### src/hw/rtl/bsd_pkg.sv
// bsd_pkg: types, constants and the alphabet decode for the base58 stream decoder
// no dependencies; used by every file under hw/rtl
package bsd_pkg;

  localparam int STORE_DEPTH = 64;
  localparam int ADDR_W      = 6;
  localparam int CNT_W       = 7;
  localparam int RESULT_CAP  = 64;
  localparam int RADIX       = 58;
  localparam int DIGIT_W     = 6;

  localparam logic [7:0]         CHAR_ONE   = 8'h31;
  localparam logic [DIGIT_W-1:0] DIGIT_NONE = 6'd63;

  typedef enum logic [1:0] {
    ST_OK       = 2'd0,
    ST_BAD_CHAR = 2'd1,
    ST_TOO_LONG = 2'd2
  } status_t;

  typedef struct packed {
    logic [7:0] symbol;
    logic       final_symbol;
  } in_word_t;

  typedef struct packed {
    logic [7:0] out_byte;
    status_t    status;
    logic       final_byte;
  } out_word_t;

  // one entry of the command queue between front and back
  typedef struct packed {
    logic               absorb;
    logic [DIGIT_W-1:0] digit;
    logic               fin;
    status_t            err;
    logic [CNT_W-1:0]   lead;
  } cmd_t;

  typedef enum logic [2:0] {
    BK_IDLE,
    BK_ABS,
    BK_GROW,
    BK_FIN,
    BK_ERR,
    BK_ZERO,
    BK_BADDR,
    BK_BDATA
  } back_state_t;

  // bitcoin alphabet: digit value, or DIGIT_NONE outside the alphabet
  function automatic logic [DIGIT_W-1:0] digit_of(input logic [7:0] c);
    logic [7:0] d;
    d = 8'hff;
    if (c >= 8'h31 && c <= 8'h39) d = c - 8'h31;            // 1..9
    else if (c >= 8'h41 && c <= 8'h48) d = c - 8'h41 + 8'd9;  // A..H
    else if (c >= 8'h4a && c <= 8'h4e) d = c - 8'h4a + 8'd17; // J..N
    else if (c >= 8'h50 && c <= 8'h5a) d = c - 8'h50 + 8'd22; // P..Z
    else if (c >= 8'h61 && c <= 8'h6b) d = c - 8'h61 + 8'd33; // a..k
    else if (c >= 8'h6d && c <= 8'h7a) d = c - 8'h6d + 8'd44; // m..z
    if (d == 8'hff) return DIGIT_NONE;
    return d[DIGIT_W-1:0];
  endfunction

endpackage

### src/hw/rtl/bsd_front.sv
// bsd_front: takes input words, tracks leading ones, length and errors, issues commands
// depends on bsd_pkg
module bsd_front #(
  parameter int MAX_SYMBOLS = 64
) (
  input  logic              clk,
  input  logic              rst_n,
  input  logic              accept,
  input  bsd_pkg::in_word_t in_word,
  output logic              cmd_push,
  output bsd_pkg::cmd_t     cmd
);

  localparam logic [bsd_pkg::CNT_W-1:0] MAX_CNT = bsd_pkg::CNT_W'(MAX_SYMBOLS);

  logic [bsd_pkg::CNT_W-1:0]   cnt_r, cnt_nxt;
  logic [bsd_pkg::CNT_W-1:0]   lead_r, lead_nxt;
  logic                        run_r, run_nxt;
  bsd_pkg::status_t            err_r, err_nxt;
  logic [bsd_pkg::DIGIT_W-1:0] digit;
  logic                        absorb;

  always_ff @(posedge clk) begin
    if (!rst_n) begin
      cnt_r  <= '0;
      lead_r <= '0;
      run_r  <= 1'b1;
      err_r  <= bsd_pkg::ST_OK;
    end else begin
      cnt_r  <= cnt_nxt;
      lead_r <= lead_nxt;
      run_r  <= run_nxt;
      err_r  <= err_nxt;
    end
  end

  always_comb begin
    digit    = bsd_pkg::digit_of(in_word.symbol);
    cnt_nxt  = cnt_r;
    lead_nxt = lead_r;
    run_nxt  = run_r;
    err_nxt  = err_r;
    absorb   = 1'b0;
    if (accept) begin
      if (cnt_r >= MAX_CNT) begin
        if (err_r == bsd_pkg::ST_OK) err_nxt = bsd_pkg::ST_TOO_LONG;
      end else begin
        cnt_nxt = cnt_r + 1'b1;
        if (err_r == bsd_pkg::ST_OK) begin
          if (run_r && in_word.symbol == bsd_pkg::CHAR_ONE) begin
            lead_nxt = lead_r + 1'b1;
          end else begin
            run_nxt = 1'b0;
            if (digit == bsd_pkg::DIGIT_NONE) err_nxt = bsd_pkg::ST_BAD_CHAR;
            else absorb = 1'b1;
          end
        end
      end
    end
    cmd_push   = accept && (absorb || in_word.final_symbol);
    cmd.absorb = absorb;
    cmd.digit  = digit;
    cmd.fin    = in_word.final_symbol;
    cmd.err    = err_nxt;
    cmd.lead   = lead_nxt;
    // string done: back to reset state for the next one
    if (accept && in_word.final_symbol) begin
      cnt_nxt  = '0;
      lead_nxt = '0;
      run_nxt  = 1'b1;
      err_nxt  = bsd_pkg::ST_OK;
    end
  end

  a_cnt_bound: assert property (@(posedge clk) disable iff (!rst_n) cnt_r <= MAX_CNT)
    else $error("symbol count beyond limit");

endmodule

### src/hw/rtl/bsd_cmd_fifo.sv
// bsd_cmd_fifo: short command queue between front and back
// depends on bsd_pkg
module bsd_cmd_fifo #(
  parameter int DEPTH = 4
) (
  input  logic          clk,
  input  logic          rst_n,
  input  logic          push,
  input  bsd_pkg::cmd_t wr_cmd,
  output logic          full,
  input  logic          pop,
  output logic          avail,
  output bsd_pkg::cmd_t rd_cmd
);

  localparam int PTR_W = (DEPTH > 1) ? $clog2(DEPTH) : 1;
  localparam int CNT_W = $clog2(DEPTH + 1);
  localparam logic [PTR_W-1:0] LAST_PTR = PTR_W'(DEPTH - 1);
  localparam logic [CNT_W-1:0] FULL_CNT = CNT_W'(DEPTH);

  bsd_pkg::cmd_t     entry_r [DEPTH];
  logic [PTR_W-1:0]  wr_ptr_r, rd_ptr_r;
  logic [CNT_W-1:0]  count_r;
  logic              do_push, do_pop;

  assign full    = (count_r == FULL_CNT);
  assign avail   = (count_r != '0);
  assign rd_cmd  = entry_r[rd_ptr_r];
  assign do_push = push && !full;
  assign do_pop  = pop && avail;

  always_ff @(posedge clk) begin
    if (!rst_n) begin
      wr_ptr_r <= '0;
      rd_ptr_r <= '0;
      count_r  <= '0;
    end else begin
      if (do_push) wr_ptr_r <= (wr_ptr_r == LAST_PTR) ? '0 : wr_ptr_r + 1'b1;
      if (do_pop)  rd_ptr_r <= (rd_ptr_r == LAST_PTR) ? '0 : rd_ptr_r + 1'b1;
      if (do_push && !do_pop)      count_r <= count_r + 1'b1;
      else if (do_pop && !do_push) count_r <= count_r - 1'b1;
    end
  end

  always_ff @(posedge clk) begin
    if (do_push) entry_r[wr_ptr_r] <= wr_cmd;
  end

  a_no_push_full: assert property (@(posedge clk) disable iff (!rst_n) push |-> !full)
    else $error("command pushed into full queue");

endmodule

### src/hw/rtl/bsd_back.sv
// bsd_back: byte store walk (times 58 plus digit) and result emission
// depends on bsd_pkg
module bsd_back (
  input  logic               clk,
  input  logic               rst_n,
  input  logic               cmd_avail,
  input  bsd_pkg::cmd_t      cmd_in,
  output logic               cmd_pop,
  output logic               empty,
  input  logic               pop,
  output bsd_pkg::out_word_t out_word
);

  localparam int CW = bsd_pkg::CNT_W;
  localparam int AW = bsd_pkg::ADDR_W;
  localparam int DW = bsd_pkg::DIGIT_W;
  localparam logic [CW-1:0] DEPTH_C  = CW'(bsd_pkg::STORE_DEPTH);
  localparam logic [CW-1:0] CAP_LAST = CW'(bsd_pkg::RESULT_CAP - 1);
  localparam logic [CW-1:0] ONE_C    = CW'(1);

  bsd_pkg::back_state_t state_r, state_nxt;
  bsd_pkg::cmd_t        cmd_r, cmd_nxt;
  logic [CW-1:0]        len_r, len_nxt;
  logic [CW-1:0]        rd_idx_r, rd_idx_nxt;
  logic [CW-1:0]        wr_idx_r, wr_idx_nxt;
  logic                 vld_r, vld_nxt;
  logic [DW-1:0]        carry_r, carry_nxt;
  logic [CW-1:0]        zl_r, zl_nxt;
  logic [CW-1:0]        bl_r, bl_nxt;
  logic [CW-1:0]        cnt_r, cnt_nxt;
  logic                 out_valid_r;
  bsd_pkg::out_word_t   out_word_r;

  logic [7:0]           mem [bsd_pkg::STORE_DEPTH];
  logic [7:0]           rdata_r;
  logic                 we, rd_en, load, slot_free, last;
  logic [AW-1:0]        waddr, raddr;
  logic [7:0]           wdata;
  logic [13:0]          acc;
  logic [CW-1:0]        bl_dec;
  bsd_pkg::out_word_t   load_word;

  assign slot_free = !out_valid_r || pop;
  assign empty     = !out_valid_r;
  assign out_word  = out_word_r;
  assign acc       = 14'(rdata_r) * 14'(bsd_pkg::RADIX) + 14'(carry_r);
  assign bl_dec    = bl_r - 1'b1;

  always_ff @(posedge clk) begin
    if (!rst_n) begin
      state_r     <= bsd_pkg::BK_IDLE;
      len_r       <= '0;
      vld_r       <= 1'b0;
      out_valid_r <= 1'b0;
    end else begin
      state_r <= state_nxt;
      len_r   <= len_nxt;
      vld_r   <= vld_nxt;
      if (load)     out_valid_r <= 1'b1;
      else if (pop) out_valid_r <= 1'b0;
    end
  end

  always_ff @(posedge clk) begin
    cmd_r    <= cmd_nxt;
    rd_idx_r <= rd_idx_nxt;
    wr_idx_r <= wr_idx_nxt;
    carry_r  <= carry_nxt;
    zl_r     <= zl_nxt;
    bl_r     <= bl_nxt;
    cnt_r    <= cnt_nxt;
    if (load) out_word_r <= load_word;
  end

  // byte store, one write and one registered read a cycle
  always_ff @(posedge clk) begin
    if (we)    mem[waddr] <= wdata;
    if (rd_en) rdata_r    <= mem[raddr];
  end

  always_comb begin
    state_nxt  = state_r;
    cmd_nxt    = cmd_r;
    len_nxt    = len_r;
    rd_idx_nxt = rd_idx_r;
    wr_idx_nxt = wr_idx_r;
    vld_nxt    = vld_r;
    carry_nxt  = carry_r;
    zl_nxt     = zl_r;
    bl_nxt     = bl_r;
    cnt_nxt    = cnt_r;
    cmd_pop    = 1'b0;
    we         = 1'b0;
    waddr      = '0;
    wdata      = '0;
    rd_en      = 1'b0;
    raddr      = '0;
    load       = 1'b0;
    last       = 1'b0;
    load_word  = '{out_byte: 8'h00, status: bsd_pkg::ST_OK, final_byte: 1'b0};
    unique case (state_r)
      bsd_pkg::BK_IDLE: begin
        if (cmd_avail) begin
          cmd_pop    = 1'b1;
          cmd_nxt    = cmd_in;
          rd_idx_nxt = '0;
          wr_idx_nxt = '0;
          vld_nxt    = 1'b0;
          carry_nxt  = cmd_in.digit;
          if (!cmd_in.absorb)    state_nxt = bsd_pkg::BK_FIN;
          else if (len_r == '0)  state_nxt = bsd_pkg::BK_GROW;
          else                   state_nxt = bsd_pkg::BK_ABS;
        end
      end
      bsd_pkg::BK_ABS: begin
        // read of byte i+1 overlaps the write of byte i
        vld_nxt = 1'b0;
        if (rd_idx_r < len_r) begin
          rd_en      = 1'b1;
          raddr      = rd_idx_r[AW-1:0];
          rd_idx_nxt = rd_idx_r + 1'b1;
          vld_nxt    = 1'b1;
        end
        if (vld_r) begin
          we         = 1'b1;
          waddr      = wr_idx_r[AW-1:0];
          wdata      = acc[7:0];
          carry_nxt  = acc[13:8];
          wr_idx_nxt = wr_idx_r + 1'b1;
          if (wr_idx_r == len_r - 1'b1) begin
            state_nxt = bsd_pkg::BK_GROW;
            vld_nxt   = 1'b0;
          end
        end
      end
      bsd_pkg::BK_GROW: begin
        // carry stays below 58, so at most one new byte
        if (carry_r != '0 && len_r < DEPTH_C) begin
          we      = 1'b1;
          waddr   = len_r[AW-1:0];
          wdata   = 8'(carry_r);
          len_nxt = len_r + 1'b1;
        end
        state_nxt = cmd_r.fin ? bsd_pkg::BK_FIN : bsd_pkg::BK_IDLE;
      end
      bsd_pkg::BK_FIN: begin
        zl_nxt  = cmd_r.lead;
        bl_nxt  = len_r;
        cnt_nxt = '0;
        if (cmd_r.err != bsd_pkg::ST_OK) state_nxt = bsd_pkg::BK_ERR;
        else if (cmd_r.lead != '0)       state_nxt = bsd_pkg::BK_ZERO;
        else if (len_r != '0)            state_nxt = bsd_pkg::BK_BADDR;
        else                             state_nxt = bsd_pkg::BK_IDLE;
      end
      bsd_pkg::BK_ERR: begin
        if (slot_free) begin
          load      = 1'b1;
          load_word = '{out_byte: 8'h00, status: cmd_r.err, final_byte: 1'b1};
          len_nxt   = '0;
          state_nxt = bsd_pkg::BK_IDLE;
        end
      end
      bsd_pkg::BK_ZERO: begin
        if (slot_free) begin
          last      = (cnt_r == CAP_LAST) || (zl_r == ONE_C && bl_r == '0);
          load      = 1'b1;
          load_word = '{out_byte: 8'h00, status: bsd_pkg::ST_OK, final_byte: last};
          zl_nxt    = zl_r - 1'b1;
          cnt_nxt   = cnt_r + 1'b1;
          if (last) begin
            len_nxt   = '0;
            state_nxt = bsd_pkg::BK_IDLE;
          end else if (zl_r == ONE_C) begin
            state_nxt = bsd_pkg::BK_BADDR;
          end
        end
      end
      bsd_pkg::BK_BADDR: begin
        rd_en     = 1'b1;
        raddr     = bl_dec[AW-1:0];
        state_nxt = bsd_pkg::BK_BDATA;
      end
      bsd_pkg::BK_BDATA: begin
        if (slot_free) begin
          last      = (cnt_r == CAP_LAST) || (bl_r == ONE_C);
          load      = 1'b1;
          load_word = '{out_byte: rdata_r, status: bsd_pkg::ST_OK, final_byte: last};
          bl_nxt    = bl_dec;
          cnt_nxt   = cnt_r + 1'b1;
          if (last) begin
            len_nxt   = '0;
            state_nxt = bsd_pkg::BK_IDLE;
          end else begin
            state_nxt = bsd_pkg::BK_BADDR;
          end
        end
      end
      default: state_nxt = bsd_pkg::BK_IDLE;
    endcase
  end

  a_len_bound: assert property (@(posedge clk) disable iff (!rst_n) len_r <= DEPTH_C)
    else $error("store length beyond depth");

  a_walk_in_range: assert property (@(posedge clk) disable iff (!rst_n)
    (state_r == bsd_pkg::BK_ABS && we) |-> (wr_idx_r < len_r))
    else $error("store walk writes past its length");

  a_err_single: assert property (@(posedge clk) disable iff (!rst_n)
    (state_r == bsd_pkg::BK_ERR && slot_free) |=>
      (out_valid_r && out_word_r.final_byte && out_word_r.status != bsd_pkg::ST_OK))
    else $error("error result not marked final with error status");

endmodule

### src/hw/rtl/base58_stream_decoder_unit.sv
// base58_stream_decoder_unit: top level, base58 (bitcoin alphabet) decoder for a character stream
// depends on bsd_pkg, bsd_front, bsd_cmd_fifo, bsd_back
// a leading '1', bad or excess character stays in the front unless it is the last one; a digit
//   walks the byte store in the back (times 58 plus carry), one store byte a cycle
// output: on the last character, one zero byte per cycle while the output register is free,
//   then each stored byte passes an address state and a data state (registered store read)
// reset: synchronous active-low rst_n clears control and queues; store contents are not cleared
module base58_stream_decoder_unit #(
  parameter int MAX_SYMBOLS = 64,
  parameter int CMD_DEPTH   = 4
) (
  input  logic               clk,
  input  logic               rst_n,
  // input word channel
  input  logic               push,
  output logic               full,
  input  bsd_pkg::in_word_t  in_word,
  // result word channel
  output logic               empty,
  input  logic               pop,
  output bsd_pkg::out_word_t out_word
);

  // front to queue
  logic          accept;
  logic          cmd_push;
  bsd_pkg::cmd_t cmd_wr;
  // queue to back
  logic          cmd_avail;
  logic          cmd_pop;
  bsd_pkg::cmd_t cmd_rd;

  // a word is taken whenever the command queue has room
  assign accept = push && !full;

  // front: leading ones, symbol count, first error wins
  bsd_front #(
    .MAX_SYMBOLS(MAX_SYMBOLS)
  ) u_front (
    .clk      (clk),
    .rst_n    (rst_n),
    .accept   (accept),
    .in_word  (in_word),
    .cmd_push (cmd_push),
    .cmd      (cmd_wr)
  );

  // short queue so the front keeps taking words during a store walk
  bsd_cmd_fifo #(
    .DEPTH(CMD_DEPTH)
  ) u_cmd_fifo (
    .clk    (clk),
    .rst_n  (rst_n),
    .push   (cmd_push),
    .wr_cmd (cmd_wr),
    .full   (full),
    .pop    (cmd_pop),
    .avail  (cmd_avail),
    .rd_cmd (cmd_rd)
  );

  // back: multiply-accumulate over the byte store, then emit with an output register
  bsd_back u_back (
    .clk       (clk),
    .rst_n     (rst_n),
    .cmd_avail (cmd_avail),
    .cmd_in    (cmd_rd),
    .cmd_pop   (cmd_pop),
    .empty     (empty),
    .pop       (pop),
    .out_word  (out_word)
  );

endmodule
### config.mk
export PLATFORM = sky130hd
export DESIGN_NAME = base58_stream_decoder_unit
export DESIGN_NICKNAME = d
export VERILOG_FILES = /design/src/hw/rtl/bsd_pkg.sv /design/src/hw/rtl/bsd_front.sv /design/src/hw/rtl/bsd_cmd_fifo.sv /design/src/hw/rtl/bsd_back.sv /design/src/hw/rtl/base58_stream_decoder_unit.sv
export SDC_FILE = /design/constraint.sdc
export NUM_CORES = 1
export LEC_CHECK = 0
export ABC_CLOCK_PERIOD_IN_PS = 5200
export BUFFER_PORTS_ARGS = -buffer_cell sky130_fd_sc_hd__buf_4
export CORE_ASPECT_RATIO = 1.25
export CORE_MARGIN = 2
export CORE_UTILIZATION = 45
export CTS_CLUSTER_DIAMETER = 50
export DETAILED_ROUTE_END_ITERATION = 16
export GPL_TIMING_DRIVEN = 0
export PLACE_DENSITY_LB_ADDON = 0.1
export SYNTH_ARGS = -nofsm -noshare
export SYNTH_HDL_FRONTEND = slang
export SYNTH_HIERARCHICAL = 1
export SYNTH_SLANG_ARGS = --single-unit
### constraint.sdc
create_clock -name clk -period 5.2 [get_ports clk]
set_input_delay 1.56 -clock clk [delete_from_list [all_inputs] [get_ports clk]]
set_output_delay 1.56 -clock clk [all_outputs]
set_load 0.02 [all_outputs]
### After elaboration in Yosys (flattened, before gate mapping)

Memory sizes are Yosys's and may differ from the RTL's. A register that Yosys moved wholly into a read port is not among the register bits.
Cells that the tools add are included.
Widths: inputs -> output; s select.

| operators by class | value |
|---|---|
| muxes and demuxes | 98 |
| multipliers | 1 |
| $add $sub $neg | 25 |
| reduce and logical (&&, ||, !) cells | 54 |
| divide/modulo/power cells | 0 |
| bitwise gates (word level) | 3 |
| order comparisons | 15 |
| equality and inequality tests | 29 |
| shifts and indexed selects | 0 |

Operators with widths:

| operator | count |
|---|---|
| $mux 7 | 16 |
| $pmux 7 s2 | 5 |
| $mux 8 | 7 |
| $mux 3 | 16 |
| $mux 6 | 8 |
| $add 7x1->7 const B | 6 |
| $ge 8x7->1 const B | 5 |
| $le 8x7->1 const B | 5 |
| $sub 8x7->8 const B | 5 |
| $pmux 6 s2 | 3 |
| $pmux 11 s3 | 1 |
| $pmux 7 s4 | 1 |
| $mux 2 | 12 |
| $pmux 3 s8 | 1 |
| $mux 1 | 23 |
| $sub 7x1->7 const B | 3 |
| $ne 2x1->1 const B | 10 |
| $add 8x5->8 const B | 2 |
| $add 8x6->8 const B | 2 |
| $logic_and 1x1->1 | 16 |
| $pmux 8 s2 | 1 |
| $eq 3x3->1 const B | 5 |
| $add 14x6->14 | 1 |
| $eq 7x1->1 const B | 2 |
| 40 further kinds | 69 |

| storage, ports and cells | value |
|---|---|
| bits in read-only memories | 0 |
| output and inout bits | 13 |
| memories | 2 |
| bits in writable memories | 580 |
| bits in latches | 0 |
| bits in registers | 98 |
| logic and storage cells | 250 |
| bits of input ports | 13 |

Memories:

| memory | words | bits a word | read ports | clocked after memory_dff | write ports | line | source |
|---|---|---|---|---|---|---|---|
| u_back.mem | 64 | 8 | 1 | 1 | 1 | bsd_back.sv:34 | `logic [7:0] mem [bsd_pkg::STORE_DEPTH];` |
| u_cmd_fifo.entry_r | 4 | 17 | 1 | 1 | 1 | bsd_cmd_fifo.sv:21 | `bsd_pkg::cmd_t entry_r [DEPTH];` |

### Logic depth before layout (Yosys ltp)

Gate-level depths: netlist of run 1.

| logic depth | value |
|---|---|
| depth in word-level cells | 24 |
| depth in mapped cells | 18 |
| gate-level depth less buffers | 16 |

### Modules after synthesis

The synthesis of run 1 kept the hierarchy.

By module, submodules not included:

| module | seq. area each (um2) | times used | cells an instance | area an instance (um2) |
|---|---|---|---|---|
| bsd_back | 17717.0 | 1 | 1718 | 25753.4 |
| bsd_cmd_fifo | 2222.1 | 1 | 140 | 2974.1 |
| bsd_front | 340.3 | 1 | 222 | 1853.0 |
| base58_stream_decoder_unit | 0.0 | 1 | 1 | 13.8 |

### Worst setup path before layout of run 1

OpenSTA, ideal clock, no wires.

| timing path | value |
|---|---|
| path type | register to register |
| from | register u_back.rdata_r[0], read port of u_back.mem |
| to | memory u_back.mem[0][5] (data pin) |
| cell stages (with the launch flop) | 8 |
| arrival time | 5021 ps |
| required time | 4498 ps |
| library setup time | 702 ps |
| period minus slack after synthesis | 5723 ps |
| path buffers | 0 |
| path slack | -523 ps |
| cell sequence | edfxtp_1 fa_1 ha_1 ha_1 fa_1 ha_1 xor2_1 o21ai_0 |

| between the ends | value |
|---|---|
| cells in the longest elaborated chain, start to end | 4 |

RTL lines:

| element | line | source |
|---|---|---|
| start: declaration | bsd_back.sv:35 | `logic [7:0] rdata_r;` |
| $mul 8x5->13 | bsd_back.sv:46 | `assign acc = 14'(rdata_r) * 14'(bsd_pkg::RADIX) + 14'(carry_r);` |
| $add 14x6->14 | bsd_back.sv:46 |  |
| $mux 8 | bsd_back.sv:124 | `if (vld_r) begin` |
| $pmux 8 s2 | bsd_back.sv:101 | `unique case (state_r)` |
| via u_back.wdata[5] | bsd_back.sv:38 | `logic [7:0] wdata;` |
| end: declaration | bsd_back.sv:34 |  |

The timed path passes the listed nets, and every way through them passes these cells.

==> run metrics, run 1 <==
status finished, final reports clean; # IOs 26; Syn Inst Count 2,081; first-pass GRT wire length between 100,000 and 150,000 µm; RSZ-0062 raised after global routing no; Post-Synthesis Net Count 2,178; Final HPWL DP 54,500 µm; setup_tns 0 ps; Antenna Nets Post-Route 0; CP Capture Type flop; die area approximately 0.070 mm²; Worst EP required 5740 ps; Layout Skew 23.7 ps; Hold WC Path Type reg2reg; fmax ~200 MHz; Area Overhead vs Synth 13.2%; register bit total from synthesis around 690; global route overflow 0; initial antenna violation count 0; # port buffers 25; DR DRC count 0; drt first pass iters 5; EDFF count, synth 650; Root Buffer clkbuf_16; Synth Area per Inst approximately 15 µm²; Worst Slack Setup Final around 140 ps; sequential-to-total area share from yosys stat 0.663; Worst path max stage delay 380 ps; wire per inst about 25 µm; via count 18.1k; Buf/Inv on CP 7; Int Pwr around 11 mW; overall power 16.4 mW; Final Hold Fails 0; Worst-path clk slew roughly 60 ps; Critical Path Most Common Cell buf_4; clk buf depth 3; share of layout cells above drive strength 1 0.146; post-placement cell count 2,980; synth unique cells 90; Crit-path slowest cell fa_1; Yosys warnings 6; final instance count without filler cells 3,119; top_reg_cell synth edfxtp_1; FP Rows 106; largest net degree at the start of global routing 41; Initial Util 0.456; CTS sink cnt 688; Net Switching just over 5 mW; final wirelength 78,500 µm; CTS buffer count 74; number of global-route vias before repair 18.3k; Post-Place Worst Slack -1090 ps; Net Sw Frac 0.311; ys async rst share 0; Core ar. around 0.067 mm²; final worst-path cycle share 0.973; worst-skew pair later-pin latency 630 ps; vias per cell 5.81; Lkg Pwr ~12 nW; Final min period 5060 ps; Die Width 237 µm; Total GRT Usage 0.225; Slew @ Worst Pin 1210 ps; Slew Viols, Final 0; Netlist Area Pre-Place ~0.03 mm²; Clock Power Share 0.314; Max VDD drop 0.329 mV; DRT iter0 DRCs 1,637; crit path kind in2reg; fin nets between 2k and 2.5k; power density over cell area ~470 mW/mm²; H-tree depth 3; crit start category input pin; Seq pwr share 0.427; global placement routability congestion 0.839; Final setup viols 0; Max-slew headroom 0.189; CP Max Fanout 10; TritonCTS clock tree yes; Max Cap Viol 0; Ant. Diodes 0; Die Y 296 µm; CP top delay family compound AO/OA/AOI/OAI gates; critical-path cell list buf_4 -> buf_4 -> inv_1 -> ha_4 -> nor3b_4 -> buf_4 -> a211oi_4 -> a22oi_2 -> buf_4 -> a211oi_2 -> a21oi_2 -> and4_1 -> a41oi_1 -> nor2b_4 -> clkbuf_4 -> ha_1 -> inv_1 -> fa_1 -> xor2_1 -> or3_1 -> a21boi_0; Data arrival, critical path 5600 ps; r2r setup slk 180 ps; Gate power share 0.258
-- per-stage QoR --
step,utilization,instance area (µm²),hold WS (ps)
2_1_floorplan,-,30600,423
3_3_place_gp,0.475,31900,439
3_5_place_dp,0.479,32100,436
4_1_cts,0.515,34600,446
5_1_grt,0.516,34600,466
6_report,0.516,34600,441
-- kinds of logic (layout without fill, tap and decap cells) --
family	after synthesis	after routing	synth area share
AOI/OAI and AO/OA	343	343	0.0807
muxes	159	159	0.0834
adders and majority gates	84	84	0.0375
DFF	688	688	0.663
buffers and inverters	169	343	0.0274
and+or+nand+nor	562	562	0.0860
xor gates and xnor gates	76	76	0.0220
-- state kept, by name, indices dropped and copies added, names as in the netlist, 6 cells and up, named ones only --
register	cells
u_back/len_r	7
u_back/cnt_r	7
u_back/rdata_r	8
u_front/lead_r	7
u_back/wr_idx_r	7
u_back/zl_r	7
u_back/mem	512
u_cmd_fifo/entry_r	68
u_back/carry_r	6
u_back/rd_idx_r	7
u_back/bl_r	7
u_back/out_word	11
u_back/cmd_r	10
u_front/cnt_r	7
-- cell usage in the layout, fill, tap and decap left out, types with 27 or more instances in the layout --
master       n
edfxtp_1   650
nand2_1    228
nor2_1     145
clkbuf_16   75
a21oi_1     71
mux2i_1     69
ha_1        69
mux4_2      66
clkbuf_1    64
inv_1       63
xnor2_1     46
o21ai_0     43
dfxtp_1     38
buf_4       37
nand3_1     32
xor2_1      29
nor3_1      27
-- path summary, 6_finish.rpt --
check | start | endpoint | depth (start not counted)
worst max register to register | u_back/len_r[4]$_SDFFE_PN0P_ | u_back/rdata_r[1]$_DFFE_PP_ | 13
worst min register to register | u_front/run_r$_SDFFE_PP1P_ | u_front/run_r$_SDFFE_PP1P_ | 2
worst max-delay path | in_word[8] | u_cmd_fifo/count_r[2]$_SDFFE_PN0P_ | 21
worst min-delay path | u_front/run_r$_SDFFE_PP1P_ | u_front/run_r$_SDFFE_PP1P_ | 2
-- synthesized netlist by cell type (all sizes together) (27+ instances only) --
library cell / count / area share
nand2: 228 / 0.028
mux4: 73 / 0.055
nor2: 147 / 0.018
o21ai: 58 / 0.0095
a21oi: 74 / 0.012
nor3: 28 / 0.0047
dfxtp: 38 / 0.025
edfxtp: 650 / 0.64
clkbuf: 52 / 0.0065
xnor2: 46 / 0.013
buf: 54 / 0.013
inv: 63 / 0.0077
mux2i: 69 / 0.023
and3: 27 / 0.0055
ha: 71 / 0.029
xor2: 30 / 0.0088
a211oi: 29 / 0.0075
nand3: 33 / 0.0056
-- power groups by stage --
stage / combinational [mW] / clock [mW] / sequential (mW)
after floorplan: 2.84 / 0 / 7.08
after global placement: 4.01 / 0 / 7.20
after detailed placement: 4.25 / 0 / 7.14
after CTS: 4.28 / 5.29 / 7.02
after global routing: 4.65 / 5.47 / 7.06
final: 4.24 / 5.17 / 7.02
-- layout make-up --
type / count / area (µm²)
buffer: 105 / 606
clock buffer: 90 / 1930
clock inverter: 44 / 444
fill: 5671 / 32500
inverter: 63 / 236
multi-input combinational: 1224 / 9610
sequential: 688 / 20300
tap: 864 / 1080
timing repair buffer: 41 / 455
-- worst register-to-register path, stage by stage, from the launching register on --
cell and delay [ps]:
dfxtp_1 310, clkbuf_1 390, inv_1 180, ha_1 340
nand2_1 60, nor2_1 190, a21oi_2 200, a21oi_2 360
buf_2 440, clkbuf_1 670, clkbuf_1 530, a311oi_1 250
nor3_1 520, o31ai_1 260
-- per-layer routing --
layer	routed length, µm	vias to the layer above	global-route usage
li1	-	8262	-
met1	30800	9156	0.268
met5	0	-	0
met4	3340	0	0.102
met2	40900	550	0.407
met3	3530	147	0.0291
-- timing repair --
| item | CTS | global route |
|---|---|---|
| buffers inserted | 3 | 3 |
| endpoints found under the setup margin | 70 | 72 |
| pin swaps | 1 | 1 |
| gates resized for setup | 7 | 14 |
| hold buffers | 0 | 0 |
Power figures use the tool's default switching activity.
==> run 2, diff against run 1 <==
- PLACE_DENSITY: default -> 0.6
- PLACE_DENSITY_LB_ADDON: 0.1 -> default
- SYNTH_HIERARCHICAL: 1 -> default
==> run 2 against run 1 <==
Compared with the run above: sequential power grew 0.9%; clock power increased by 4.4%; setup slack got worse by 16 ps; fmax down 0.32%; final cell count rose by 5.7%; non-clock buffer count increased by 3.
==> run metrics, run 2 <==
CTS buffer count 73 (was 74); Lkg Pwr 12.4 nW (was 12.3 nW); worst-skew pair later-pin latency 630 ps (about the same); synth unique cells 78 (was 90); Max-slew headroom 0.131 (was 0.189); setup_tns 0 ps (unchanged); Total GRT Usage 0.225 (about the same); initial antenna violation count 1 (was 0); drt first pass iters 6 (was 5); share of the synthesized area in the top cell type 0.648 (was 0.638); Die Y 293 µm (was 296 µm); Net Sw Frac 0.325 (was 0.311); Worst-path clk slew 60 ps (about the same); Antenna Nets Post-Route 0 (unchanged); Ant. Diodes 0 (unchanged); Final setup viols 0 (unchanged); Max VDD drop 0.325 mV (was 0.329 mV); sequential-to-total area share from yosys stat 0.673 (was 0.663); Hold-fix buffers, CTS 0 (unchanged); fmax 197 MHz (was 198 MHz); DRT iter0 DRCs 1,704 (was 1,637); # port buffers 24 (was 25); Clock Power Share 0.311 (was 0.314); crit start category flop (was input pin); Data arrival, critical path 5350 ps (was 5600 ps); final wirelength 78,300 µm (was 78,500 µm); first-pass GRT wire length 116,000 µm (about the same); # IOs 26 (unchanged); Post-Synthesis Net Count 2,355 (was 2,178); register bit total from synthesis 688 (unchanged); top_reg_cell synth edfxtp_1 (unchanged); overall power 17.3 mW (was 16.4 mW); Slew Viols, Final 0 (unchanged); Final Hold Fails 0 (unchanged); most common cell in the netlist edfxtp_1 (unchanged); clk buf depth 3 (unchanged); number of global-route vias before repair 19.2k (was 18.3k); crit path kind reg2reg (was in2reg); DR DRC count 0 (unchanged); final worst-path cycle share 0.976 (was 0.973); top cells by count, synth 650 x edfxtp_1, 360 x nand2_1, 139 x nor2_1 (was 650 x edfxtp_1, 228 x nand2_1, 147 x nor2_1); Max Cap Viol 0 (unchanged); EDFF count, synth 650 (unchanged); final hold slack 458 ps (was 441 ps); vias per cell 5.77 (was 5.81); Seq pwr share 0.408 (was 0.427); ys async rst share 0 (unchanged); Final Util 0.515 (was 0.516); max reg flops 512 (unchanged); Worst EP required 5480 ps (was 5740 ps); wire per inst 23.7 µm (was 25.2 µm); top cell type by total area after synthesis edfxtp_1 (unchanged); share of layout cells above drive strength 1 0.104 (was 0.146); H-tree depth 3 (unchanged); Int Pwr 11.7 mW (was 11.3 mW); Netlist Area Pre-Place 0.0301 mm² (was 0.0306 mm²); status finished, final reports clean (unchanged); CP Max Fanout 10 (unchanged); via count 19.0k (was 18.1k); Yosys warnings 0 (was 6); Synth Area per Inst 13.3 µm² (was 14.7 µm²); TritonCTS clock tree yes (unchanged); FILL cells 5,649 (was 5,671); largest net degree at the start of global routing 65 (was 41); Layout Skew 30.0 ps (was 23.7 ps); FP Rows 106 (unchanged); Area Overhead vs Synth 14.0% (was 13.2%); Root Buffer clkbuf_16 (unchanged); Synth area leaders edfxtp_1 65%, nand2_1 4.5%, mux2i_1 4.1%, ha_1 2.9%, dfxtp_1 2.5% (was edfxtp_1 64%, mux4_2 4.9%, ha_1 2.9%, nand2_1 2.8%, dfxtp_1 2.5%); Gate power share 0.280 (was 0.258); Core ar. 0.0666 mm² (was 0.0671 mm²); Die Width 235 µm (was 237 µm); power density over cell area 505 mW/mm² (was 474 mW/mm²); Top reg by flops u_back.mem (was u_back/mem); post-placement cell count 3,160 (was 2,980); final instance count without filler cells 3,297 (was 3,119); Final HPWL DP 53,700 µm (was 54,500 µm); global placement routability congestion 0.925 (was 0.839); Hold WC Path Type reg2reg (unchanged); Syn Inst Count 2,258 (was 2,081); most frequent cells in the layout 650 x edfxtp_1, 360 x nand2_1, 138 x nor2_1 (was 650 x edfxtp_1, 228 x nand2_1, 145 x nor2_1); CP Capture Type flop (unchanged); Initial Util 0.452 (was 0.456); die area 0.0690 mm² (was 0.0701 mm²); Net Switching 5.63 mW (was 5.11 mW); Slew @ Worst Pin 1290 ps (was 1210 ps); CTS sink cnt 688 (unchanged); global route overflow 0 (unchanged); fin nets 2,474 (was 2,294); Final min period 5070 ps (was 5060 ps); commonest non-fill, non-tap cell in the layout edfxtp_1 (unchanged)
-- run 2: changes by cell type after synthesis, sizes merged, moves of 29 or more --
cell,change
mux4,-56
nand2,+132
a211oi,-29
mux2i,+54
o22ai,+30
nand3,+62
-- run 2: cell families (layout without fill, tap and decap cells) --
group	count (synthesis)	in the layout	synth area share
compound gates	350	350	0.0770
buf+inv	165	340	0.0228
simple gates	760	760	0.114
fa+ha+maj	84	84	0.0381
flops	688	688	0.673
xor+xnor	70	70	0.0204
mux	141	141	0.0540
-- run 2: final cells by class --
type / count / area (µm²) / area share
sequential: 688 / 20300 / 0.591
inverter: 60 / 225 / 0.00656
clock inverter: 42 / 523 / 0.0152
tap: 864 / 1080 / 0.0315
clock buffer: 89 / 1950 / 0.0568
multi-input combinational: 1405 / 9300 / 0.271
buffer: 104 / 460 / 0.0134
timing repair buffer: 45 / 498 / 0.0145
-- run 2: what timing repair did --
action,CTS,global route
gates cloned,0,0
setup buffers,0,7
gates resized for setup,4,15
endpoints found under the setup margin,5,6
pin swaps,0,3
-- run 2: per-layer routing --
metal	GRT usage	vias up	part of all wire
met5	0	-	0
met4	0.101	0	0.040
met3	0.0261	156	0.056
met2	0.398	628	0.51
met1	0.278	9522	0.40
li1	-	8709	-
-- run 2: worst max-delay path, cell delays in order, from the launching register on --
cell and delay, ps:
dfxtp_1 310, clkbuf_1 410, inv_1 150, ha_1 320, a21o_1 120, a211o_1 160, a21oi_2 70, a21oi_2 480
buf_2 370, clkbuf_1 690, mux2i_1 300, o22ai_1 140, o21bai_1 370, o2111ai_1 380, nand4b_1 440
-- run 2: worst paths after layout --
| kind | startpoint | endpoint | slack (ps) | cells after the start |
|---|---|---|---|---|
| worst max-delay path | u_back.len_r[5]$_SDFFE_PN0P_ | u_back.rdata_r[7]$_DFFE_PP_ | 130 | 14 |
| worst min-delay path | u_front.run_r$_SDFFE_PP1P_ | u_front.run_r$_SDFFE_PP1P_ | 460 | 1 |
| worst max register to register | u_back.len_r[5]$_SDFFE_PN0P_ | u_back.rdata_r[7]$_DFFE_PP_ | 130 | 14 |
| worst min register to register | u_front.run_r$_SDFFE_PP1P_ | u_front.run_r$_SDFFE_PP1P_ | 460 | 1 |
-- run 2: power groups by stage --
| stage | Clock (mW) | Combinational (mW) | Sequential, mW |
|---|---|---|---|
| 6_report | 5.40 | 4.86 | 7.08 |
| 3_3_place_gp | 0 | 4.50 | 7.25 |
| 5_1_grt | 5.69 | 5.32 | 7.12 |
| 2_1_floorplan | 0 | 3.17 | 7.13 |
| 4_1_cts | 5.47 | 4.84 | 7.07 |
| 3_5_place_dp | 0 | 4.81 | 7.19 |
-- run 2: metrics by stage --
step / worst slack [ps] / instance area (µm²)
after detailed placement: -710 / 31700
final: 126 / 34300
after global placement: -4770 / 31400
after CTS: 2.65 / 34200
after global routing: -44.7 / 34300
after floorplan: 150 / 30100
